### src/hdl/ddv_pkg.sv
// Shared types, status codes and calendar helpers for the date validator.
`default_nettype none
package ddv_pkg;

   localparam int CHAR_W  = 8;
   localparam int VALUE_W = 27;
   localparam int COUNT_W = 4;
   localparam int DIGITS  = 8;

   localparam logic [COUNT_W-1:0] COUNT_SAT   = 4'd9;
   localparam logic [COUNT_W-1:0] COUNT_SHORT = 4'd6;
   localparam logic [COUNT_W-1:0] COUNT_LONG  = 4'd8;

   localparam logic [VALUE_W-1:0] YYMMDD_BASE = 27'd20000000;

   localparam logic [CHAR_W-1:0] CHAR_ZERO = 8'h30;
   localparam logic [CHAR_W-1:0] CHAR_NINE = 8'h39;

   localparam logic [1:0] STATUS_VALID      = 2'd0;
   localparam logic [1:0] STATUS_BAD_FORMAT = 2'd1;
   localparam logic [1:0] STATUS_BAD_DATE   = 2'd2;

   // One finished string, handed from the front end to the checker.
   typedef struct packed {
      logic [COUNT_W-1:0]        count;
      logic                      non_digit;
      logic [VALUE_W-1:0]        value;
      logic [DIGITS-1:0][3:0]    digits;   // digits[0] is the newest digit
   } job_type;

   // Days in a month given as 1..12; February grows to 29 in a leap year.
   function automatic logic [4:0] month_limit(input logic [3:0] month, input logic leap);
      logic [4:0] days;
      case (month)
         4'd2:                         days = leap ? 5'd29 : 5'd28;
         4'd4, 4'd6, 4'd9, 4'd11:      days = 5'd30;
         default:                      days = 5'd31;
      endcase
      return days;
   endfunction

   // A two-digit decimal number is a multiple of four when 2*tens + ones is.
   function automatic logic bcd_mod4_zero(input logic [3:0] tens, input logic [3:0] ones);
      logic [1:0] low;
      low = ones[1:0] + {tens[0], 1'b0};
      return low == 2'd0;
   endfunction

endpackage
`default_nettype wire

### src/hdl/ddv_front.sv
// Front end: takes characters, keeps the count, value and digit history of a string.
`default_nettype none
module ddv_front (
   input  wire logic                        clock,
   input  wire logic                        reset,
   input  wire logic                        req_valid,
   output logic                             req_stall,
   input  wire logic [ddv_pkg::CHAR_W-1:0]  req_char_code,
   input  wire logic                        req_is_last,
   input  wire logic                        queue_full,
   output logic                             push,
   output ddv_pkg::job_type                 push_job
);

   logic [ddv_pkg::COUNT_W-1:0]      count_ff, count_in;
   logic [ddv_pkg::VALUE_W-1:0]      value_ff, value_in;
   logic                             non_digit_ff, non_digit_in;
   logic [ddv_pkg::DIGITS-1:0][3:0]  digits_ff, digits_in;
   logic                             accept;
   logic                             is_digit;
   logic [3:0]                       digit;

   assign req_stall = queue_full;
   assign accept    = req_valid && !req_stall;
   assign is_digit  = (req_char_code >= ddv_pkg::CHAR_ZERO) &&
                      (req_char_code <= ddv_pkg::CHAR_NINE);
   assign digit     = req_char_code[3:0];

   always_comb begin
      count_in     = count_ff;
      value_in     = value_ff;
      non_digit_in = non_digit_ff;
      digits_in    = digits_ff;
      if (is_digit) begin
         // Digits after the eighth character are dropped so the value stays in range.
         if (count_ff < ddv_pkg::COUNT_LONG) begin
            value_in  = (value_ff << 3) + (value_ff << 1) +
                        {{(ddv_pkg::VALUE_W-4){1'b0}}, digit};
            digits_in = {digits_ff[ddv_pkg::DIGITS-2:0], digit};
         end
      end else begin
         non_digit_in = 1'b1;
      end
      if (count_ff < ddv_pkg::COUNT_SAT) begin
         count_in = count_ff + 4'd1;
      end
   end

   assign push               = accept && req_is_last;
   assign push_job.count     = count_in;
   assign push_job.non_digit = non_digit_in;
   assign push_job.value     = value_in;
   assign push_job.digits    = digits_in;

   always_ff @(posedge clock) begin
      if (reset) begin
         count_ff     <= '0;
         value_ff     <= '0;
         non_digit_ff <= 1'b0;
         digits_ff    <= '0;
      end else if (accept) begin
         if (req_is_last) begin
            count_ff     <= '0;
            value_ff     <= '0;
            non_digit_ff <= 1'b0;
            digits_ff    <= '0;
         end else begin
            count_ff     <= count_in;
            value_ff     <= value_in;
            non_digit_ff <= non_digit_in;
            digits_ff    <= digits_in;
         end
      end
   end

endmodule
`default_nettype wire

### src/hdl/ddv_queue.sv
// Two-entry queue of finished strings between the front end and the checker.
`default_nettype none
module ddv_queue (
   input  wire logic              clock,
   input  wire logic              reset,
   input  wire logic              push,
   input  ddv_pkg::job_type       push_job,
   output logic                   full,
   input  wire logic              pop,
   output logic                   head_valid,
   output ddv_pkg::job_type       head_job
);

   ddv_pkg::job_type  entry_ff [2];
   logic              wr_ptr_ff, wr_ptr_in;
   logic              rd_ptr_ff, rd_ptr_in;
   logic [1:0]        fill_ff, fill_in;

   assign full       = fill_ff == 2'd2;
   assign head_valid = fill_ff != 2'd0;
   assign head_job   = entry_ff[rd_ptr_ff];

   always_comb begin
      wr_ptr_in = push ? !wr_ptr_ff : wr_ptr_ff;
      rd_ptr_in = pop  ? !rd_ptr_ff : rd_ptr_ff;
      fill_in   = fill_ff + {1'b0, push} - {1'b0, pop};
   end

   always_ff @(posedge clock) begin
      if (reset) begin
         wr_ptr_ff <= 1'b0;
         rd_ptr_ff <= 1'b0;
         fill_ff   <= 2'd0;
      end else begin
         wr_ptr_ff <= wr_ptr_in;
         rd_ptr_ff <= rd_ptr_in;
         fill_ff   <= fill_in;
      end
   end

   always_ff @(posedge clock) begin
      if (push) begin
         entry_ff[wr_ptr_ff] <= push_job;
      end
   end

`ifndef SYNTHESIS
   assert property (@(posedge clock) disable iff (reset) push |-> !full)
      else $error("item pushed into a full queue");
   assert property (@(posedge clock) disable iff (reset) pop |-> head_valid)
      else $error("item popped from an empty queue");
   assert property (@(posedge clock) disable iff (reset)
                    (push && !pop) |=> (fill_ff == $past(fill_ff) + 2'd1))
      else $error("queue fill count lost a push");
`endif

endmodule
`default_nettype wire

### src/hdl/ddv_back.sv
// Back end: checks format and calendar validity and holds the result register.
`default_nettype none
module ddv_back (
   input  wire logic                         clock,
   input  wire logic                         reset,
   input  wire logic                         head_valid,
   input  ddv_pkg::job_type                  head_job,
   output logic                              pop,
   output logic                              rsp_valid,
   input  wire logic                         rsp_stall,
   output logic [1:0]                        rsp_status,
   output logic [ddv_pkg::VALUE_W-1:0]       rsp_date_value
);

   logic                          valid_ff;
   logic [1:0]                    status_ff, status_in;
   logic [ddv_pkg::VALUE_W-1:0]   value_ff, value_in;
   logic                          short_form;
   logic                          good_format;
   logic [3:0]                    m_hi, m_lo, d_hi, d_lo, y_hi, y_lo, c_hi, c_lo;
   logic                          month_ok;
   logic [3:0]                    month_bin;
   logic [6:0]                    day_bin;
   logic                          leap;
   logic [4:0]                    limit;
   logic                          day_ok;
   logic [ddv_pkg::VALUE_W-1:0]   full_value;

   assign pop = head_valid && (!valid_ff || !rsp_stall);

   always_comb begin
      short_form  = head_job.count == ddv_pkg::COUNT_SHORT;
      good_format = !head_job.non_digit &&
                    (short_form || head_job.count == ddv_pkg::COUNT_LONG);
      d_lo = head_job.digits[0];
      d_hi = head_job.digits[1];
      m_lo = head_job.digits[2];
      m_hi = head_job.digits[3];
      y_lo = head_job.digits[4];
      y_hi = head_job.digits[5];
      c_lo = head_job.digits[6];
      c_hi = head_job.digits[7];

      month_ok  = ((m_hi == 4'd0) && (m_lo != 4'd0)) ||
                  ((m_hi == 4'd1) && (m_lo <= 4'd2));
      month_bin = m_hi[0] ? (m_lo + 4'd10) : m_lo;

      // A century year is a leap year only when its century is a multiple of four.
      // The short form always means the century 20.
      if ((y_hi == 4'd0) && (y_lo == 4'd0)) begin
         leap = short_form ? 1'b1 : ddv_pkg::bcd_mod4_zero(c_hi, c_lo);
      end else begin
         leap = ddv_pkg::bcd_mod4_zero(y_hi, y_lo);
      end

      limit   = ddv_pkg::month_limit(month_bin, leap);
      day_bin = {d_hi, 3'b000} + {2'b00, d_hi, 1'b0} + {3'b000, d_lo};
      day_ok  = (day_bin != 7'd0) && (day_bin <= {2'b00, limit});

      full_value = head_job.value + (short_form ? ddv_pkg::YYMMDD_BASE : '0);

      if (!good_format) begin
         status_in = ddv_pkg::STATUS_BAD_FORMAT;
         value_in  = '0;
      end else if (!month_ok || !day_ok) begin
         status_in = ddv_pkg::STATUS_BAD_DATE;
         value_in  = '0;
      end else begin
         status_in = ddv_pkg::STATUS_VALID;
         value_in  = full_value;
      end
   end

   always_ff @(posedge clock) begin
      if (reset) begin
         valid_ff <= 1'b0;
      end else if (pop) begin
         valid_ff <= 1'b1;
      end else if (!rsp_stall) begin
         valid_ff <= 1'b0;
      end
   end

   always_ff @(posedge clock) begin
      if (pop) begin
         status_ff <= status_in;
         value_ff  <= value_in;
      end
   end

   assign rsp_valid      = valid_ff;
   assign rsp_status     = status_ff;
   assign rsp_date_value = value_ff;

endmodule
`default_nettype wire

### src/hdl/digit_date_validator_core.sv
// Top level of the date string validator.
//
// The req_ channel carries one ASCII character per item, with req_is_last set on
// the final character of a string. The rsp_ channel returns one item per string:
// rsp_status (valid, bad format, not a calendar date) and rsp_date_value, the
// YYYYMMDD value when valid and zero otherwise. Six-digit strings are read as
// YYMMDD in the years 2000 to 2099.
//
// One character is taken every cycle while req_stall is low; the per-character work
// is a multiply by ten and add in the front end. When a final character is taken, its
// string enters a two-entry queue; the checker takes the queue head and registers the
// result; rsp_valid rises when the result register is loaded. Back-to-back strings,
// including one-character strings, run at one per cycle while rsp_stall is low.
//
// req_stall rises only while the queue is full, which happens when the receiver
// holds rsp_stall; the result register then keeps its item until it is taken.
// Synchronous reset empties the queue and result register and clears the
// partial string.
`default_nettype none
module digit_date_validator_core (
   input  wire logic                         clock,
   input  wire logic                         reset,
   input  wire logic                         req_valid,
   output logic                              req_stall,
   input  wire logic [ddv_pkg::CHAR_W-1:0]   req_char_code,
   input  wire logic                         req_is_last,
   output logic                              rsp_valid,
   input  wire logic                         rsp_stall,
   output logic [1:0]                        rsp_status,
   output logic [ddv_pkg::VALUE_W-1:0]       rsp_date_value
);

   logic              queue_full;
   logic              push;
   ddv_pkg::job_type  push_job;
   logic              pop;
   logic              head_valid;
   ddv_pkg::job_type  head_job;

   ddv_front u_front (
      .clock         (clock),
      .reset         (reset),
      .req_valid     (req_valid),
      .req_stall     (req_stall),
      .req_char_code (req_char_code),
      .req_is_last   (req_is_last),
      .queue_full    (queue_full),
      .push          (push),
      .push_job      (push_job)
   );

   ddv_queue u_queue (
      .clock      (clock),
      .reset      (reset),
      .push       (push),
      .push_job   (push_job),
      .full       (queue_full),
      .pop        (pop),
      .head_valid (head_valid),
      .head_job   (head_job)
   );

   ddv_back u_back (
      .clock          (clock),
      .reset          (reset),
      .head_valid     (head_valid),
      .head_job       (head_job),
      .pop            (pop),
      .rsp_valid      (rsp_valid),
      .rsp_stall      (rsp_stall),
      .rsp_status     (rsp_status),
      .rsp_date_value (rsp_date_value)
   );

endmodule
`default_nettype wire
### config.mk
export PLATFORM = sky130hd
export DESIGN_NAME = digit_date_validator_core
export DESIGN_NICKNAME = d
export VERILOG_FILES = /design/src/hdl/ddv_pkg.sv /design/src/hdl/ddv_front.sv /design/src/hdl/ddv_queue.sv /design/src/hdl/ddv_back.sv /design/src/hdl/digit_date_validator_core.sv
export SDC_FILE = /design/constraint.sdc
export NUM_CORES = 1
export LEC_CHECK = 0
export ABC_AREA = 1
export CORE_MARGIN = 10
export CORE_UTILIZATION = 38
export CTS_BUF_LIST = sky130_fd_sc_hd__clkbuf_4 sky130_fd_sc_hd__clkbuf_8
export CTS_CLUSTER_DIAMETER = 40
export DETAILED_ROUTE_END_ITERATION = 8
export DONT_BUFFER_PORTS = 1
export GPL_TIMING_DRIVEN = 0
export PLACE_DENSITY = 0.53
export RECOVER_POWER = 25
export SETUP_SLACK_MARGIN = 0.4
export SLEW_MARGIN = 25
export SYNTH_ARGS = -nofsm -noshare
export SYNTH_HDL_FRONTEND = slang
export SYNTH_HIERARCHICAL = 1
export SYNTH_SLANG_ARGS = --single-unit
### constraint.sdc
create_clock -name clock -period 6.3 [get_ports clock]
set_input_delay 0.63 -clock clock [delete_from_list [all_inputs] [get_ports clock]]
set_output_delay 0.63 -clock clock [all_outputs]
set_load 0.02 [all_outputs]
# After elaboration in Yosys (flattened, before gate mapping)
# Memory sizes are Yosys's and may differ from the RTL's. A register that Yosys moved wholly into a read port is not among the register bits.
# Index checks and enable logic that the tools add are counted.
[classes]
n_eq_ne = 10
muxes = 23
add_sub_neg = 11
n_reduce_logical = 31
magnitude_cmp = 6
bitwise_logic = 1
[op_table]
columns = ["operator", "n"]
rows = [
  ["$mux 32", 3],
  ["$mux 27", 3],
  ["$add 27x27->27", 2],
  ["$add 27x4->27", 1],
  ["$mux 25", 1],
  ["$eq 4x3->1 const B", 3],
  ["$eq 4x4->1 const B", 3],
  ["$logic_not 4->1", 3],
  ["$mux 4", 3],
  ["$mux 1", 11],
  ["$pmux 5 s2", 1],
  ["$logic_and 1x1->1", 9],
  ["$ge 8x6->1 const B", 1],
  ["$le 8x6->1 const B", 1],
  ["$logic_not 1->1", 8],
  ["$lt 4x4->1 const B", 2],
  ["$add 7x4->7", 1],
  ["$add 7x5->7", 1],
  ["$le 7x5->1", 1],
  ["$reduce_bool 7->1", 1],
  ["$add 2x2->2", 2],
  ["$add 4x1->4 const B", 1],
  ["$add 4x4->4 const B", 1],
  ["$eq 4x1->1 const B", 1],
  ["14 further kinds", 18],
]
[word_totals]
in_bits = 13
mem_bits_rw = 128
elab_cells = 100
reg_bits = 98
mem_count = 1
[memory_table]
columns = ["name", "depth", "width", "rd", "rd_clocked_by_memory_dff", "wr", "line_no", "text"]
rows = [
  ["u_queue.entry_ff", 2, 64, 1, 1, 1, "ddv_queue.sv:14", "ddv_pkg::job_type entry_ff [2];"],
]

# Logic depth before layout (Yosys ltp)
[logic_depth]
ltp_word = 11
mapped_depth = 20
mapped_depth_nobuf = 18

# By module
# Netlist, hierarchy kept.
[modules_own_cells]
columns = ["mod", "n_inst", "area_per_inst_um2", "cells_each"]
rows = [
  ["ddv_front", 1, 5452.7, 868],
  ["ddv_queue", 1, 5144.9, 230],
  ["ddv_back", 1, 2396.0, 311],
]

# Worst setup path before layout
# OpenSTA, ideal clock, no wires.
[synth_timing]
path_kind = "input -> register"
from = "in req_valid"
to = "mem u_queue/entry_ff[0][0] (netlist bit) (enable)"
setup_slack_ps = 1656
required_time_ps = 5814
path_buffers = 2
arrival_time_ps = 4158
setup_ps = 486
stages = 8
path_cell_list = "inv_1 > nor2_1 > inv_1 > clkbuf_1 > clkbuf_1 > nor2_1 > inv_1 > nor2_1"
[synth_via]
elab_chain_len = 4
[synth_rtl]
columns = ["element", "line_no", "text"]
rows = [
  ["start, declared", "digit_date_validator_core.sv:23", "input wire logic req_valid,"],
  ["$logic_and 1x1->1", "ddv_front.sv:24", "assign accept = req_valid && !req_stall;"],
  ["$logic_and 1x1->1", "ddv_front.sv:49", "assign push = accept && req_is_last;"],
  ["via push", "digit_date_validator_core.sv:34", "logic push;"],
  ["$mux 1", "ddv_queue.sv:42", "if (push) begin"],
  ["$mux 1 (not written as such)", "ddv_queue.sv:43", "entry_ff[wr_ptr_ff] <= push_job;"],
  ["end, declared", "ddv_queue.sv:14", ""],
]
# The timed path passes the listed nets, and every way through them passes these cells.

==> qor_table.md <==
| Quantity | Value | Unit |
|:---|:---|:---|
| Status | complete, no violations | - |
| Cell area after technology mapping | 12380 | um2 |
| Total clock buffers created by CTS | 37 | - |
| Power density normalized to cell area | 297.2 | nW/um2 |
| Static leakage power | 6.049 | nW |
| Critical path endpoint category | register | - |
| Commonest cells after routing, fill and taps aside | sky130_fd_sc_hd__nand2_1, sky130_fd_sc_hd__inv_1, sky130_fd_sc_hd__edfxtp_1, sky130_fd_sc_hd__nor2_1, sky130_fd_sc_hd__ha_1 | - |
| Most common library cell in the layout ignoring fill and taps | sky130_fd_sc_hd__nand2_1 | - |
| Maximum clock skew at final layout | 0.04146 | ns |
| Average wire length per cell after detail routing | 14.84 | um |
| Number of top-level design ports | 44 | - |
| Synthesis-to-finish area growth | 11.33 | % |
| Number of buffers inserted by hold repair at cts | 0 | - |
| CP cell instances | buf_6 -> buf_12 -> mux2_4 -> ha_1 -> o21ai_0 -> nand3_1 -> nor3_1 -> a21oi_1 -> ha_1 -> nand2_1 -> inv_1 -> nor2_1 -> nand3b_1 -> nand3_2 -> nor2_4 -> nand2_2 -> buf_6 -> nor2_4 | - |
| DP Cell Count | 1811 | - |
| Overall fraction of global-route tracks in use | 13.70 | % |
| Worst slew margin relative to its limit | 23.66 | % |
| Cell count after synthesis | 1364 | - |
| Hpwl dp | 21.59 | mm |
| Final Total Pwr | 4.095 | mW |
| DR pass1 iterations | 6 | - |
| Nets | 1496 | - |
| Number of filler cells placed in the layout | 3231 | - |
| Latest clock arrival within the worst-skew pair | 0.54 | ns |
| Final instance count without filler cells | 1879 | - |
| DRC violation count after routing | 0 | - |
| Transition time at the pin with the least slew margin | 1.145 | ns |
| Initial Utilization | 38.23 | % |
| Total grt overflow | 0 | - |
| Antenna fix cells | 0 | - |
| Number of max-slew violations in the final report | 0 | - |
| Final hold viol count | 0 | - |
| Min cycle time layout | 3.382 | ns |
| Total number of vias | 8681 | - |
| Deepest level of the CTS H-tree | 2 | - |
| Fmax | 295.6 | MHz |
| Routed Antenna Nets | 0 | - |
| Path class of the lowest-slack min-delay path | in -> reg | - |
| Setup tns final | 0 | ns |
| Worst path max stage delay | 0.33 | ns |
| Total routed wirelength | 27.88 | mm |
| Antenna violations before repair | 0 | - |
| Via count of the first global-routing pass | 8363 | - |
| Synth Warn # | 6 | - |
| Root buffer selected by CTS | sky130_fd_sc_hd__clkbuf_8 | - |
| Global-route wire length before repair | 44.75 | mm |
| Critical-path cell with the highest stage delay | sky130_fd_sc_hd__mux2_4 | - |
| RSZ-0062 raised after global routing | false | - |
| Post-route clock period utilization | 53.69 | % |
| Clock slew seen by the registers of the worst setup and hold paths | 0.06 | ns |
| Core box area | 32370 | um2 |
| Largest fanout on the critical path | 10 | - |
| DRC violation total after the first TritonRoute iteration | 450 | - |
| Number of setup buffers added after CTS | 0 | - |
| Max-capacitance violation count | 0 | - |
| Worst setup SP type | register | - |
| Total die area | 40190 | um2 |
| Chip Height | 200.5 | um |
| # port buffers | 0 | - |
| CTS Sinks | 212 | - |
| Pin count of the biggest net entering global routing | 42 | - |
| Setup violations, final | 0 | - |
| Critical path arrival | 3.66 | ns |
| Routability Congestion | 0.8810 | - |
| Quantity of gates resized following cts | 0 | - |
| Width of the chip | 200.5 | um |
| Ratio of cells with drive above 1 in the final layout | 14.41 | % |
| VDD IR-drop max | 156.4 | uV |
| Average cell area after synthesis | 9.073 | um2 |
| Crit Path Category | reg -> reg | - |
| Number of buffers between clock root and the deepest sink | 3 | - |
| Worst Path Required | 6.58 | ns |
| Vias per cell | 4.620 | - |
| Cell row count | 66 | - |
| Total nets after synthesis | 1452 | - |
| Clock tree from TritonCTS | built | - |
## cell type report
type / count / area, um2 / area share [%]
repair buffers: 5 / 106.4 / 0.7719
flip-flops and latches: 212 / 5715 / 41.48
clock inverters: 16 / 188.9 / 1.371
multi-input cells: 914 / 5549 / 40.27
well taps: 442 / 553.0 / 4.014
plain buffers: 41 / 295.3 / 2.143
inverters: 197 / 742.0 / 5.385
clock buffers: 52 / 628.1 / 4.559
## worst max-delay path, delay by kind of cell (launching register included)
family | cells | cell delay (ns)
flops | 1 | 0.32
mux | 1 | 0.33
fa+ha+maj | 2 | 0.48
compound gates | 2 | 0.35
buf+inv | 4 | 0.64
simple gates | 9 | 0.97
## registers in the layout, indices dropped and copies added, names as in the netlist, named ones only
signal                 count
u_queue/fill_ff            2
u_back/rsp_date_value     27
u_front/value_ff          27
u_front/non_digit_ff       1
u_queue/rd_ptr_ff          1
u_queue/entry_ff         118
u_back/rsp_status          2
u_queue/wr_ptr_ff          1
u_front/digits_ff         27
u_back/rsp_valid           1
u_front/count_ff           4
## worst paths after layout
check / end / startpoint / cells after the start / slack (ns)
worst min-delay path: u_back/rsp_valid$_SDFFE_PP0P_ / reset / 1 / 0.16
worst max register to register: u_back/rsp_date_value[16]$_SDFFCE_PP0P_ / register / 18 / 2.92
worst min register to register: u_front/digits_ff[28]$_SDFFE_PP0P_ / u_front/digits_ff[28]$_SDFFE_PP0P_ / 2 / 0.47
worst max-delay path: u_back/rsp_date_value[16]$_SDFFCE_PP0P_ / register / 18 / 2.92
## per-layer routing
| metal | GRT usage [%] | vias up | wire [um] |
|---|---|---|---|
| met5 | 0 | - | 0 |
| met4 | 4.734 | 0 | 804 |
| met3 | 1.823 | 49 | 837 |
| met2 | 22.40 | 134 | 12840 |
| met1 | 18.26 | 3957 | 13400 |
| li1 | - | 4541 | - |
## report_power, final
| group | switching (mW) | leakage [nW] | total [mW] | internal, mW |
|---|---|---|---|---|
| Combinational | 0.527 | 3.69 | 0.917 | 0.391 |
| Sequential | 0.143 | 1.93 | 1.80 | 1.66 |
| Clock | 0.560 | 0.425 | 1.38 | 0.816 |
## stage by stage
stage               utilization, %  instance area (um2)  setup slack (ns)  hold WS [ns]
global route                 42.56                13780             2.667        0.1287
floorplan                        -                12380             1.873        0.4406
finish                       42.56                13780             2.918        0.1621
global placement             39.94                12930           -0.5148        0.4473
CTS                          42.93                13900             2.868        0.1276
detailed placement           40.41                13080             2.886        0.4585
(Power assumes the default switching activity.)
